### src/rtl/mbrtu_pkg.sv
// shared constants for the modbus rtu read holding registers slave
package mbrtu_pkg;
  localparam int FRAME_BYTES_MAX_DEF = 256;
  localparam int REG_DEPTH_DEF       = 64;
  localparam int MAX_QUANTITY_DEF    = 16;

  localparam logic [15:0] CRC_START = 16'hFFFF;
  localparam logic [15:0] CRC_POLY  = 16'hA001;
  localparam logic [7:0]  EXC_FLAG  = 8'h80;

  localparam logic [7:0] FUNC_READ_HOLDING    = 8'd3;
  localparam logic [7:0] EXC_ILLEGAL_FUNCTION = 8'd1;
  localparam logic [7:0] EXC_ILLEGAL_ADDRESS  = 8'd2;
  localparam logic [7:0] EXC_ILLEGAL_VALUE    = 8'd3;

  localparam logic [1:0] REG_SLAVE_ADDRESS = 2'd0;

  localparam logic [7:0] SLAVE_ADDRESS_RESET = 8'd1;
endpackage

### src/rtl/mbrtu_if.sv
// handshake channels for received items and reply bytes
interface mbrtu_rx_if;
  logic       valid;
  logic       ready;
  logic       mode;
  logic [7:0] rx_byte;
  modport source (output valid, output mode, output rx_byte, input ready);
  modport sink (input valid, input mode, input rx_byte, output ready);
endinterface

interface mbrtu_tx_if;
  logic       valid;
  logic       ready;
  logic [7:0] tx_byte;
  logic       last_byte;
  modport source (output valid, output tx_byte, output last_byte, input ready);
  modport sink (input valid, input tx_byte, input last_byte, output ready);
endinterface

### src/rtl/modbus_rtu_slave_read_holding.sv
// modbus rtu slave answering read holding registers
// a received byte is accepted in idle and then run through the bit-serial crc shifter
// end of frame is checked in idle; each reply byte is then loaded and shifted through the crc,
// the two crc bytes are only loaded, and any wait on the reply channel stalls the load
// the holding store is constant (entry k is k plus one) and needs no storage
// synchronous active-high reset: slave address 1, empty frame, crc 0xffff
module modbus_rtu_slave_read_holding #(
  parameter int FRAME_BYTES_MAX = mbrtu_pkg::FRAME_BYTES_MAX_DEF,
  parameter int REG_DEPTH       = mbrtu_pkg::REG_DEPTH_DEF,
  parameter int MAX_QUANTITY    = mbrtu_pkg::MAX_QUANTITY_DEF
) (
  input  logic        clk,
  input  logic        rst,
  input  logic        psel,
  input  logic        penable,
  input  logic        pwrite,
  input  logic [1:0]  paddr,
  input  logic [31:0] pwdata,
  output logic [31:0] prdata,
  output logic        pready,
  mbrtu_rx_if.sink    rx,
  mbrtu_tx_if.source  tx
);
  import mbrtu_pkg::*;

  localparam int CNT_W = $clog2(FRAME_BYTES_MAX + 1);
  localparam int DL_W  = $clog2(2 * MAX_QUANTITY + 1);

  typedef enum logic [2:0] {S_IDLE, S_RXCRC, S_TXLOAD, S_TXCRC} state_t;
  typedef enum logic [2:0] {Q_ADDR, Q_FUNC, Q_CNT, Q_DATA, Q_CRCL, Q_CRCH} seq_t;

  state_t            state;
  seq_t              seq;
  logic [7:0]        slave_address;
  logic [CNT_W-1:0]  frame_count;
  logic [15:0]       crc;
  logic [2:0]        bit_cnt;
  logic [7:0]        hdr [6];
  logic [7:0]        reply_func;
  logic [7:0]        reply_third;
  logic              reply_data;
  logic [DL_W-1:0]   data_left;
  logic [15:0]       word;
  logic              hi_next;
  logic              out_valid;
  logic [7:0]        out_byte;
  logic              out_last;

  logic [15:0] crc_shift;
  logic [15:0] req_start;
  logic [15:0] req_qty;
  logic [16:0] req_end;
  logic        frame_ok;
  logic        out_free;
  logic [7:0]  load_byte;

  assign pready = 1'b1;
  assign prdata = (paddr == REG_SLAVE_ADDRESS) ? {24'd0, slave_address} : 32'd0;

  assign rx.ready     = (state == S_IDLE);
  assign tx.valid     = out_valid;
  assign tx.tx_byte   = out_byte;
  assign tx.last_byte = out_last;

  assign crc_shift = crc[0] ? ((crc >> 1) ^ CRC_POLY) : (crc >> 1);
  assign req_start = {hdr[2], hdr[3]};
  assign req_qty   = {hdr[4], hdr[5]};
  assign req_end   = {1'b0, req_start} + {1'b0, req_qty};
  assign frame_ok  = (frame_count >= CNT_W'(4)) && (hdr[0] != 8'd0) &&
                     (hdr[0] == slave_address) && (crc == 16'd0);
  assign out_free  = !out_valid || tx.ready;

  always_comb begin
    case (seq)
      Q_ADDR:  load_byte = slave_address;
      Q_FUNC:  load_byte = reply_func;
      Q_CNT:   load_byte = reply_third;
      Q_DATA:  load_byte = hi_next ? word[15:8] : word[7:0];
      Q_CRCL:  load_byte = crc[7:0];
      default: load_byte = crc[15:8];
    endcase
  end

  always_ff @(posedge clk) begin
    if (rst) begin
      state         <= S_IDLE;
      seq           <= Q_ADDR;
      slave_address <= SLAVE_ADDRESS_RESET;
      frame_count   <= '0;
      crc           <= CRC_START;
      bit_cnt       <= '0;
      out_valid     <= 1'b0;
    end else begin
      if (psel && penable && pwrite && paddr == REG_SLAVE_ADDRESS) begin
        slave_address <= pwdata[7:0];
      end
      // the load state refills the output register itself
      if (out_valid && tx.ready && state != S_TXLOAD) begin
        out_valid <= 1'b0;
      end
      unique case (state)
        S_IDLE: begin
          if (rx.valid) begin
            if (rx.mode) begin
              frame_count <= '0;
              crc         <= CRC_START;
              seq         <= Q_ADDR;
              hi_next     <= 1'b1;
              word        <= req_start + 16'd1;
              data_left   <= DL_W'({req_qty, 1'b0});
              if (frame_ok) begin
                if (hdr[1] != FUNC_READ_HOLDING) begin
                  reply_func  <= hdr[1] | EXC_FLAG;
                  reply_third <= EXC_ILLEGAL_FUNCTION;
                  reply_data  <= 1'b0;
                  state       <= S_TXLOAD;
                end else if (frame_count >= CNT_W'(8)) begin
                  state <= S_TXLOAD;
                  if (req_qty == 16'd0) begin
                    reply_func  <= hdr[1] | EXC_FLAG;
                    reply_third <= EXC_ILLEGAL_VALUE;
                    reply_data  <= 1'b0;
                  end else if (req_qty > 16'(MAX_QUANTITY) ||
                               req_end > 17'(REG_DEPTH)) begin
                    reply_func  <= hdr[1] | EXC_FLAG;
                    reply_third <= EXC_ILLEGAL_ADDRESS;
                    reply_data  <= 1'b0;
                  end else begin
                    reply_func  <= hdr[1];
                    reply_third <= {req_qty[6:0], 1'b0};
                    reply_data  <= 1'b1;
                  end
                end
              end
            end else if (frame_count < CNT_W'(FRAME_BYTES_MAX)) begin
              if (frame_count < CNT_W'(6)) begin
                hdr[frame_count[2:0]] <= rx.rx_byte;
              end
              crc         <= crc ^ {8'd0, rx.rx_byte};
              frame_count <= frame_count + CNT_W'(1);
              bit_cnt     <= '0;
              state       <= S_RXCRC;
            end
          end
        end
        S_RXCRC, S_TXCRC: begin
          crc     <= crc_shift;
          bit_cnt <= bit_cnt + 3'd1;
          if (bit_cnt == 3'd7) begin
            state <= (state == S_RXCRC) ? S_IDLE : S_TXLOAD;
          end
        end
        S_TXLOAD: begin
          if (out_free) begin
            out_valid <= 1'b1;
            out_byte  <= load_byte;
            out_last  <= (seq == Q_CRCH);
            bit_cnt   <= '0;
            if (seq != Q_CRCL && seq != Q_CRCH) begin
              crc   <= crc ^ {8'd0, load_byte};
              state <= S_TXCRC;
            end
            case (seq)
              Q_ADDR: seq <= Q_FUNC;
              Q_FUNC: seq <= Q_CNT;
              Q_CNT:  seq <= reply_data ? Q_DATA : Q_CRCL;
              Q_DATA: begin
                hi_next   <= !hi_next;
                data_left <= data_left - DL_W'(1);
                if (!hi_next) begin
                  word <= word + 16'd1;
                end
                if (data_left == DL_W'(1)) begin
                  seq <= Q_CRCL;
                end
              end
              Q_CRCL: seq <= Q_CRCH;
              default: begin
                seq   <= Q_ADDR;
                state <= S_IDLE;
                crc   <= CRC_START;
              end
            endcase
          end
        end
        default: state <= S_IDLE;
      endcase
    end
  end
endmodule
### src/flat_wrapper.sv
// flat-port wrapper written by rule: the top's interface ports become plain ports
module modbus_rtu_slave_read_holding_flat import mbrtu_pkg::*;
#(
  parameter int FRAME_BYTES_MAX = mbrtu_pkg::FRAME_BYTES_MAX_DEF,
  parameter int REG_DEPTH       = mbrtu_pkg::REG_DEPTH_DEF,
  parameter int MAX_QUANTITY    = mbrtu_pkg::MAX_QUANTITY_DEF
)
  (clk, rst, psel, penable, pwrite, paddr, pwdata, prdata, pready, rx_valid, rx_mode, rx_rx_byte, rx_ready, tx_valid, tx_tx_byte, tx_last_byte, tx_ready);
  mbrtu_rx_if rx_i ();
  mbrtu_tx_if tx_i ();
  input  logic clk;
  input  logic rst;
  input  logic psel;
  input  logic penable;
  input  logic pwrite;
  input  logic [1:0] paddr;
  input  logic [31:0] pwdata;
  output logic [31:0] prdata;
  output logic pready;
  input wire logic [$bits(rx_i.valid)-1:0] rx_valid;
  input wire logic [$bits(rx_i.mode)-1:0] rx_mode;
  input wire logic [$bits(rx_i.rx_byte)-1:0] rx_rx_byte;
  output wire logic [$bits(rx_i.ready)-1:0] rx_ready;
  output wire logic [$bits(tx_i.valid)-1:0] tx_valid;
  output wire logic [$bits(tx_i.tx_byte)-1:0] tx_tx_byte;
  output wire logic [$bits(tx_i.last_byte)-1:0] tx_last_byte;
  input wire logic [$bits(tx_i.ready)-1:0] tx_ready;
  assign rx_i.valid = rx_valid;
  assign rx_i.mode = rx_mode;
  assign rx_i.rx_byte = rx_rx_byte;
  assign rx_ready = rx_i.ready;
  assign tx_valid = tx_i.valid;
  assign tx_tx_byte = tx_i.tx_byte;
  assign tx_last_byte = tx_i.last_byte;
  assign tx_i.ready = tx_ready;
  modbus_rtu_slave_read_holding #(.FRAME_BYTES_MAX(FRAME_BYTES_MAX), .REG_DEPTH(REG_DEPTH), .MAX_QUANTITY(MAX_QUANTITY)) u_core (.clk(clk), .rst(rst), .psel(psel), .penable(penable), .pwrite(pwrite), .paddr(paddr), .pwdata(pwdata), .prdata(prdata), .pready(pready), .rx(rx_i), .tx(tx_i));
endmodule
### config.mk
export PLATFORM = sky130hd
export DESIGN_NAME = modbus_rtu_slave_read_holding_flat
export DESIGN_NICKNAME = d
export VERILOG_FILES = /design/src/rtl/mbrtu_pkg.sv /design/src/rtl/mbrtu_if.sv /design/src/rtl/modbus_rtu_slave_read_holding.sv /design/src/flat_wrapper.sv
export SDC_FILE = /design/constraint.sdc
export NUM_CORES = 1
export LEC_CHECK = 0
export BUFFER_PORTS_ARGS = -buffer_cell sky130_fd_sc_hd__buf_4
export CORE_MARGIN = 3
export CORE_UTILIZATION = 50
export CTS_CLUSTER_SIZE = 25
export DETAILED_ROUTE_END_ITERATION = 16
export MAX_ROUTING_LAYER = met4
export PLACE_DENSITY = 0.73
export SETUP_SLACK_MARGIN = 0.15
export SYNTH_ARGS = -nofsm -noshare
export SYNTH_HDL_FRONTEND = slang
export SYNTH_SLANG_ARGS = --single-unit
### constraint.sdc
create_clock -name clk -period 3.65 [get_ports clk]
set_clock_uncertainty 0.2 [all_clocks]
set_input_delay 0.365 -clock clk [delete_from_list [all_inputs] [get_ports clk]]
set_output_delay 0.365 -clock clk [all_outputs]
set_load 0.05 [all_outputs]
==> results of run 1 <==
[metrics by stage]
step                hold WS (ns)  instance area (um^2)  std cells
floorplan                  0.217                  7850        773
global placement           0.227                  8240        960
detailed placement         0.236                  8240        960
CTS                      0.00285                  8940       1000
global route              0.0113                  8970       1001
finish                    0.0195                  8970       1001
[cells by family after synthesis]
logic type / count (synthesis) / synth area share (%)
multiplexers: 44 / 6.79
AO/OA/AOI/OAI: 168 / 14.5
XOR/XNOR: 45 / 5.09
other: 2 / 0.0970
AND/OR/NAND/NOR: 243 / 15.7
adder cells (fa/ha/maj): 24 / 3.97
flip-flops: 139 / 48.5
buffers and inverters: 83 / 5.36
[layer usage]
metal  global-route usage (%)  vias to the layer above  routed length (um)
met5                        -                        -                   0
met4                     6.96                        0                 328
met3                     7.07                       40                1960
met2                     37.1                      300                9120
met1                     33.9                     2952                8720
li1                         -                     2837                   -
[cell type report]
| cell class | count | area [um^2] |
|---|---|---|
| fill | 1189 | 5900 |
| sequential | 139 | 3750 |
| multi-input combinational | 551 | 3710 |
| timing repair buffer | 73 | 568 |
| clock buffer | 27 | 544 |
| tap | 184 | 230 |
| inverter | 21 | 78.8 |
| clock inverter | 5 | 77.6 |
| antenna | 1 | 2.50 |
[path summary, 6_finish.rpt]
| check | endpoint | startpoint | cells after the start | slack [ns] |
|---|---|---|---|---|
| min | u_core.hdr[4][4]$_DFFE_PP_ | rx_rx_byte[4] | 1 | 0.02 |
| max | u_core.reply_func[7]$_SDFFCE_PP1P_ | u_core.hdr[5][1]$_DFFE_PP_ | 8 | 0.30 |
| min reg2reg | u_core.reply_func[3]$_DFFE_PP_ | u_core.hdr[1][3]$_DFFE_PP_ | 0 | 0.25 |
| max reg2reg | u_core.reply_func[7]$_SDFFCE_PP1P_ | u_core.hdr[5][1]$_DFFE_PP_ | 8 | 0.30 |
[synthesized netlist by cell type (7+ instances only)]
cell | number | area (um^2)
edfxtp_1 | 97 | 2910
nor2_1 | 61 | 229
nand2_1 | 60 | 225
a21oi_1 | 45 | 225
dfxtp_1 | 42 | 841
o21ai_0 | 39 | 195
clkbuf_1 | 31 | 116
mux2i_1 | 30 | 300
xor2_1 | 28 | 245
buf_4 | 25 | 188
ha_1 | 23 | 288
inv_1 | 20 | 75.1
nand3_1 | 19 | 95.1
nor3_1 | 18 | 90.1
xnor2_1 | 17 | 149
a211o_1 | 13 | 114
nor4_1 | 13 | 81.3
or3_1 | 11 | 68.8
and2_1 | 10 | 62.6
and3_1 | 9 | 56.3
nand4_1 | 9 | 56.3
o22ai_1 | 9 | 56.3
mux2_2 | 8 | 90.1
a21o_1 | 7 | 52.6
nand2b_1 | 7 | 43.8
o21a_1 | 7 | 52.6
[sequential cells by signal, summed over array words and instances, names as in the netlist]
signal	count
u_core.bit_cnt	3
u_core.reply_func	8
u_core.tx.tx_byte	8
u_core.state	2
u_core.hdr	48
u_core.data_left	6
u_core.frame_count	9
u_core.tx.last_byte	1
u_core.word	16
u_core.hi_next	1
u_core.slave_address	8
u_core.reply_third	8
u_core.crc	16
u_core.seq	3
u_core.tx.valid	1
u_core.reply_data	1
[placed cells by master, fill, tap and decap left out, types with 4 or more instances in the layout]
cell type      instances
clkbuf_16             18
a32oi_1                5
a211o_1               13
dfxtp_1               42
nor4b_1                4
dlygate4sd3_1          8
o21ai_0               39
nand2_1               60
a211oi_1               5
buf_4                 65
a31oi_1                5
xor2_1                28
nor2_1                61
nand4_1                9
o22ai_1                9
a21oi_1               44
conb_1                27
nor3b_1                4
inv_1                 20
nor4_1                12
mux2_2                 7
mux2i_1               30
mux4_2                 6
o21a_1                 7
a21o_1                 7
xnor2_1               17
and2_1                10
and3_1                 9
nand2b_1               7
or3_1                 11
nor3_1                18
clkbuf_8               6
nand3_1               19
nor2b_1                5
ha_1                  22
edfxtp_1              97
[critical path, stage by stage (launching register included)]
cell and delay (ns):
edfxtp_1 0.51, ha_1 0.37, a211o_1 0.30, a211oi_1 0.37, o31a_1 0.22, mux2i_1 0.08, a311oi_1 0.36, nand4b_2 0.30
or3_1 0.39
[power groups by stage]
stage | registers, mW | logic (mW) | clock network, mW
2_1_floorplan | 1.83 | 0.354 | 0
3_3_place_gp | 1.84 | 0.441 | 0
3_5_place_dp | 1.85 | 0.452 | 0
4_1_cts | 1.81 | 0.462 | 1.79
5_1_grt | 1.82 | 0.507 | 1.86
6_report | 1.82 | 0.467 | 1.78
[repair_timing]
item / 4_1_cts / 5_1_grt
endpoints found under the setup margin: 3 / 6
hold endpoints to repair: 8 / 0
pin swaps: 0 / 4
gates resized for setup: 1 / 5
cloned: 0 / 0
hold buffers: 8 / 0
==> reports/metrics.yaml, run 1 <==
start_util_pct: 52.1
synth_cells: 748
first_iter_violations: 662
final_nets: 877
setup_ws_ns: 0.302
sw_frac_of_total_pct: 24.5
route.detailed.drc: 0
ys_seq_area_share_pct: 48.5
cts_tree: "done"
rsz0062_at_grt: "false"
vias_per_cell: 6.12
fmax_mhz: 299
layout-drive-gt1-share_pct: 15.2
final_util_pct: 60.3
grt_usage_pct: 25.0
clock-sinks: 139
detailedRoute.firstPassIterationCount: 5
period_needed_ns: 3.35
clk_pin_slew_ns: 0.05
placement_rows: 44
pre_cts_slack_ns: 0.0652
synthArstFlopShare_pct: 0
drv_cap: 0
wirelength_um: 20100
crit_type: "register to register"
post-route-period-util_pct: 91.7
postRouteAntennaNets: 0
min_path_type: "input port to register"
syn_area_um2: 7740
ys_warn_count: 0
total_power_mw: 4.06
cts_root_buf: "clkbuf_16"
coreArea_um2: 14900
die_w_um: 130
cts_setup_buffers: 0
leakage_nw: 3.35
relSlewSlack_pct: 31.4
status: "complete, no violations"
numCtsBuffers: 17
end_kind: "register"
syn_to_final_growth_pct: 15.8
syn_area_per_cell_um2: 10.4
internal-power_mw: 3.07
power_frac_clock_pct: 43.7
wl_per_cell_um: 20.1
vdd_drop_max_mv: 0.350
clkLatencyLatePin_ns: 0.43
grt_pass1_vias: 5779
h-tree-depth: 4
numPortBuffers: 44
synth_cell_types: 66
synth_enable_flop_cells: 97
switching_power_mw: 0.993
max_slew.worst_pin.slew_ns: 1.02
antenna_found_initial: 1
grt_max_degree: 41
comb_power_share_pct: 11.5
fp.dieArea_um2: 17000
fin_setup_tns_ns: 0
finalWeightedCongestion: 0.947
pwr-share-seq_pct: 44.8
grt_pass1_wl_um: 31300
hold_violations: 0
critical_path_peak_fanout: 7
required_ns: 3.61
clockBufferDepth: 2
worstSetupStartpointType: "register"
finalSetupViolCount: 0
power_density_nw_per_um2: 453
die_y_um: 130
slew_viol_final: 0
critPathArrivalTime_ns: 3.31
overflow: 0
ys.flop_type: "edfxtp_1"
synth-seq-cells: 139
place_hpwl_um: 14400
ios: 94
vias: 6129
No activity file was read; power rests on OpenSTA's default activity.
==> inputs of run 2 (changes only) <==
--- a/config.mk
+++ b/config.mk
@@ -7,11 +7,10 @@
 export LEC_CHECK = 0
 export BUFFER_PORTS_ARGS = -buffer_cell sky130_fd_sc_hd__buf_4
 export CORE_MARGIN = 3
-export CORE_UTILIZATION = 50
+export CORE_UTILIZATION = 37
 export CTS_CLUSTER_SIZE = 25
 export DETAILED_ROUTE_END_ITERATION = 16
 export MAX_ROUTING_LAYER = met4
-export PLACE_DENSITY = 0.73
 export SETUP_SLACK_MARGIN = 0.15
 export SYNTH_ARGS = -nofsm -noshare
 export SYNTH_HDL_FRONTEND = slang
==> constraint.sdc (replaced) <==
create_clock -name clk -period 3.38 [get_ports clk]
set_clock_uncertainty 0.2 [all_clocks]
set_input_delay 0.338 -clock clk [delete_from_list [all_inputs] [get_ports clk]]
set_output_delay 0.338 -clock clk [all_outputs]
set_load 0.05 [all_outputs]
==> run 2 against run 1 <==
Against the previous run:
- routed wire length shrank 0.51%
- critical path type unchanged
- die area up 33%
- utilization is 15 points lower
- critical path depth up 1
- worst setup slack got worse by 0.17 ns
==> reports/metrics.yaml, run 2 (synthesis gave the netlist of run 1 again) <==
status: "complete, no violations"
die_w_um: 151
critical_path_peak_fanout: 5
grt_pass1_vias: 5431
holdPathEnd: "u_core.hdr[0][5]$_DFFE_PP_"
grt_max_degree: 41
pre_cts_slack_ns: 0.0394
dpl.cell_count: 1061
power_density_nw_per_um2: 467
hold_depth: 1
leakage_nw: 3.49
sw_frac_of_total_pct: 25.9
comb_power_share_pct: 11.6
final_util_pct: 45.7
critPathArrivalTime_ns: 3.22
min_path_type: "input port to register"
fin_setup_tns_ns: 0
die_y_um: 151
wirelength_um: 20000
finalWeightedCongestion: 0.862
whs_ns: 0.0136
vdd_drop_max_mv: 0.380
worstSetupStartpointType: "register"
post-route-period-util_pct: 96.2
clk_pin_slew_ns: 0.06
clkLatencyLatePin_ns: 0.42
place_hpwl_um: 14500
setup_ws_ns: 0.128
rr_startpoint: "u_core.hdr[3][0]$_DFFE_PP_"
final_cells: 1111
first_iter_violations: 517
cts_root_buf: "clkbuf_16"
pwr-share-seq_pct: 44.9
final_nets: 902
postRouteAntennaNets: 0
detailedRoute.firstPassIterationCount: 5
period_needed_ns: 3.25
vias_per_cell: 5.32
end_kind: "register"
coreArea_um2: 20400
grt_usage_pct: 18.4
numPortBuffers: 44
drv_cap: 0
layout-drive-gt1-share_pct: 18.4
overflow: 0
largest_register_ff_count: 48
required_ns: 3.34
grt_pass1_wl_um: 30800
antennaDiodeCount: 0
h-tree-depth: 4
finalSetupViolCount: 0
wl_per_cell_um: 18.0
syn_to_final_growth_pct: 20.6
switching_power_mw: 1.13
clock-sinks: 139
mostFrequentLayoutCells: "edfxtp_1 (97), buf_4 (84), nor2_1 (61), nand2_1 (59)"
max_slew.worst_pin.slew_ns: 0.765
relSlewSlack_pct: 48.8
clockBufferDepth: 2
antenna_found_initial: 0
numCtsBuffers: 17
power_frac_clock_pct: 43.5
fmax_mhz: 307
vias: 5916
start_util_pct: 37.9
reg2reg_depth: 9
regToRegSetupSlack_ns: 0.13
fp.dieArea_um2: 22700
hold_violations: 0
route.detailed.drc: 0
rsz0062_at_grt: "true"
cts_tree: "done"
placement_rows: 52
ios: 94
slew_viol_final: 0
timing.rr.end: "u_core.reply_func[7]$_SDFFCE_PP1P_"
crit_type: "register to register"
final_common_cell: "edfxtp_1"
internal-power_mw: 3.24
worstHoldStart: "rx_rx_byte[5]"
==> run 2: changes by cell type in the layout (fill, tap and decap cells not counted), moves of 2 or more <==
cell / before / now
clkbuf_8: 6 / 0
nor4b_2: 0 / 3
clkinv_4: 0 / 3
clkinv_2: 2 / 0
a21oi_2: 0 / 2
a21oi_1: 44 / 42
buf_4: 65 / 84
inv_6: 0 / 4
nor4b_1: 4 / 1
buf_6: 0 / 2
dlygate4sd3_1: 8 / 12
==> run 2: timing repair <==
item                       in CTS  in global routing
hold buffers                   10                  2
resized for setup               5                 15
setup endpoints to repair       4                  7
pin swaps                       3                 17
hold endpoints to repair       17                  5
setup buffers                   1                  5
==> run 2: worst max-delay path by stage <==
stage	from	cells past startpoint	to	slack (ns)
finish	u_core.hdr[3][0]$_DFFE_PP_	9	u_core.reply_func[7]$_SDFFCE_PP1P_	0.13
global route	u_core.hdr[3][0]$_DFFE_PP_	9	u_core.reply_func[7]$_SDFFCE_PP1P_	0.05
global placement	u_core.hdr[5][0]$_DFFE_PP_	10	u_core.reply_third[2]$_SDFFCE_PP0P_	0.05
floorplan	u_core.hdr[5][0]$_DFFE_PP_	9	u_core.reply_third[1]$_SDFFCE_PP0P_	0.20
CTS	u_core.hdr[5][0]$_DFFE_PP_	9	u_core.reply_third[1]$_SDFFCE_PP0P_	0.15
detailed placement	u_core.hdr[5][0]$_DFFE_PP_	10	u_core.reply_third[2]$_SDFFCE_PP0P_	0.04
==> run 2: per-stage QoR <==
stage               total power [mW]  area (um^2)
detailed placement              2.49         8470
CTS                             4.39         9200
global placement                2.48         8470
global route                    4.52         9340
floorplan                       2.35         7860
finish                          4.37         9340
==> run 2: worst max-delay path, stage by stage (launching register included) <==
cell and delay (ns):
edfxtp_1 0.43, ha_4 0.20, fa_2 0.35, a211o_1 0.35, a21oi_4 0.23, o21ai_2 0.09, xor2_2 0.18, a2111oi_4 0.35
nand4b_4 0.20, or3_1 0.41
==> run 2: final cells by class <==
cell class	instances	area, um^2
Timing Repair Buffer	98	773
Fill cell	1904	11100
Inverter	21	78.8
Clock inverter	12	163
Tap cell	270	338
Multi-Input combinational cell	551	3800
Sequential cell	139	3750
Clock buffer	20	437
==> run 2: layer usage <==
layer	global-route usage [%]	wire length, um	vias up
li1	-	-	2898
met1	27.3	9690	2821
met2	25.6	8780	175
met3	3.79	1240	22
met4	4.71	318	0
met5	-	0	-
==> run 2: power groups by stage <==
stage / Sequential [mW] / Clock, mW / Combinational, mW
after floorplan: 1.97 / 0 / 0.382
after global placement: 1.99 / 0 / 0.489
after detailed placement: 1.99 / 0 / 0.493
after CTS: 1.96 / 1.93 / 0.503
after global routing: 1.97 / 2.00 / 0.557
final: 1.96 / 1.90 / 0.506
==> inputs of run 3 (changes only) <==
--- a/config.mk
+++ b/config.mk
@@ -5,6 +5,7 @@
 export SDC_FILE = /design/constraint.sdc
 export NUM_CORES = 1
 export LEC_CHECK = 0
+export ABC_AREA = 1
 export BUFFER_PORTS_ARGS = -buffer_cell sky130_fd_sc_hd__buf_4
 export CORE_MARGIN = 3
 export CORE_UTILIZATION = 37
==> run 3 against run 2 <==
Against the previous run:
- sequential cell count is the same
- highest routed layer unchanged
- largest power group unchanged
- critical path depth grew 2
- critical endpoint unchanged
- die area grew 5.1%
- register-to-register slack gained 0.27 ns
==> reports/metrics.yaml, run 3 <==
status: "complete, no violations"
critical_path_buf_inv_count: 0
synth_cell_types: 50
post-route-period-util_pct: 88.3
setup_ws_ns: 0.394
cp_top_family: "simple AND/OR/NAND/NOR gates"
max_slew.worst_pin.slew_ns: 0.681
antennaDiodeCount: 0
ys_warn_count: 0
slew_viol_final: 0
ios: 94
internal-power_mw: 3.23
required_ns: 3.27
ys.flop_type: "edfxtp_1"
coreArea_um2: 21400
detailedRoute.firstPassIterationCount: 6
grt_pass1_vias: 6290
syn_area_per_cell_um2: 8.08
max_stage_delay_ns: 0.49
relSlewSlack_pct: 54.4
largest_register_ff_count: 48
grt_usage_pct: 18.7
clkLatencyLatePin_ns: 0.43
clk_pin_slew_ns: 0.06
synthTopCellsByArea: "edfxtp_1 (36%), nand2_1 (11%), dfxtp_1 (10%)"
pre_cts_slack_ns: 0.395
min_path_type: "input port to register"
leakage_nw: 4.22
crit_type: "register to register"
synth_enable_flop_cells: 97
route.detailed.drc: 0
yosysMostFrequentCell: "nand2_1"
layout-drive-gt1-share_pct: 11.6
period_needed_ns: 2.99
cts_tree: "done"
place_hpwl_um: 16000
synth_cells: 1009
rsz0062_at_grt: "false"
hold_violations: 0
fmax_mhz: 335
mostFrequentLayoutCells: "nand2_1 (229), inv_1 (147), nor2_1 (101), edfxtp_1 (97), buf_4 (58)"
final_common_cell: "nand2_1"
first_iter_violations: 739
cts_root_buf: "clkbuf_16"
die_y_um: 154
grt_max_degree: 30
numCtsBuffers: 17
final_nets: 1153
yosys-top-cells-count: "nand2_1 (229), inv_1 (147), nor2_1 (101)"
critPathArrivalTime_ns: 2.88
ys_seq_area_share_pct: 46.0
fp.dieArea_um2: 23900
cts_resized: 0
worst_path_most_repeated_cell: "nand2_1"
grt_pass1_wl_um: 33800
synth-seq-cells: 139
h-tree-depth: 4
fin_setup_tns_ns: 0
syn_to_final_growth_pct: 15.5
finalWeightedCongestion: 0.913
vdd_drop_max_mv: 0.345
synthArstFlopShare_pct: 0
switching_power_mw: 1.33
yosysTopAreaCell: "edfxtp_1"
clock-sinks: 139
vias: 6772
synth_top_area_share_pct: 35.7
worstSetupStartpointType: "register"
wirelength_um: 21100
comb_power_share_pct: 16.3
vias_per_cell: 4.95
placement_rows: 53
finalSetupViolCount: 0
start_util_pct: 38.2
clockBufferDepth: 2
power_density_nw_per_um2: 484
overflow: 0
power_frac_clock_pct: 40.2
sw_frac_of_total_pct: 29.3
drv_cap: 0
antenna_found_initial: 0
wl_per_cell_um: 15.5
pwr-share-seq_pct: 43.5
numPortBuffers: 44
cp_slowest_cell: "edfxtp_1"
end_kind: "register"
syn_area_um2: 8150
die_w_um: 154
postRouteAntennaNets: 0
path_cells: "ha_1 > fa_1 > or2_2 > a21oi_1 > nand2_1 > nor2_1 > nand2_1 > nand2_1 > nand2_1 > nor2_1 > nand4_1"
critical_path_peak_fanout: 6
[run 3: worst paths after layout]
path / startpoint / to / slack (ns) / cells past startpoint
hold / removal: pwdata[7] / u_core.slave_address[7]$_SDFFE_PP0P_ / 0.004 / 3
setup / recovery: u_core.hdr[5][0]$_DFFE_PP_ / u_core.reply_func[7]$_SDFFCE_PP1P_ / 0.39 / 11
hold reg to reg: u_core.hdr[1][4]$_DFFE_PP_ / u_core.reply_func[4]$_DFFE_PP_ / 0.26 / 0
setup reg to reg: u_core.hdr[5][0]$_DFFE_PP_ / u_core.reply_func[7]$_SDFFCE_PP1P_ / 0.39 / 11
[run 3: what timing repair did]
item | 4_1_cts | 5_1_grt
hold buffers | 11 | 0
hold endpoints to repair | 35 | 0
buffers inserted | 0 | 0
setup endpoints to repair | 0 | 0
[run 3: layer usage]
layer	vias up	GRT usage, %	share of wire [%]
li1	3433	-	-
met5	-	-	0
met4	0	4.12	1.4
met1	3117	26.8	49
met2	194	27.2	44
met3	28	4.17	5.9
[run 3: logic make-up after synthesis]
group / count (synthesis) / synth area share (%)
and+or+nand+nor: 453 / 23.9
muxes: 5 / 0.614
buffers and inverters: 197 / 10.9
DFF: 139 / 46.0
other: 2 / 0.0921
adders and majority gates: 24 / 3.77
xor gates and xnor gates: 28 / 3.01
AOI/OAI and AO/OA: 161 / 11.8
[run 3: metrics by stage]
| step | utilization (%) | power, mW | instances | instance area [um^2] | hold WS, ns |
|---|---|---|---|---|---|
| final | 44.1 | 4.56 | 1367 | 9420 | 0.00362 |
| after global routing | 44.1 | 4.76 | 1367 | 9420 | 0.00592 |
| after CTS | 44.1 | 4.57 | 1367 | 9420 | 0.000673 |
| after detailed placement | 40.9 | 2.74 | 1324 | 8730 | 0.238 |
| after global placement | 40.9 | 2.73 | 1324 | 8730 | 0.232 |
| after floorplan | - | 2.56 | 1034 | 8250 | 0.226 |
[run 3: cell type report]
type,count,area [um^2]
multi-input cells,698,3620
clock inverters,14,144
inverters,154,583
clock buffers,18,429
fillers,2150,11900
repair buffers,69,546
flip-flops and latches,139,3750
well taps,275,344
[run 3: power by group through the flow]
| stage | Clock, mW | Combinational [mW] | Sequential, mW |
|---|---|---|---|
| floorplan | 0 | 0.539 | 2.02 |
| global placement | 0 | 0.718 | 2.02 |
| detailed placement | 0 | 0.723 | 2.02 |
| CTS | 1.86 | 0.736 | 1.98 |
| global route | 1.95 | 0.822 | 1.99 |
| finish | 1.84 | 0.743 | 1.98 |
[run 3: worst min-delay path, stage by stage]
cell	delay, ns
buf_4	0.07
o21ai_0	0.07
a21oi_1	0.11
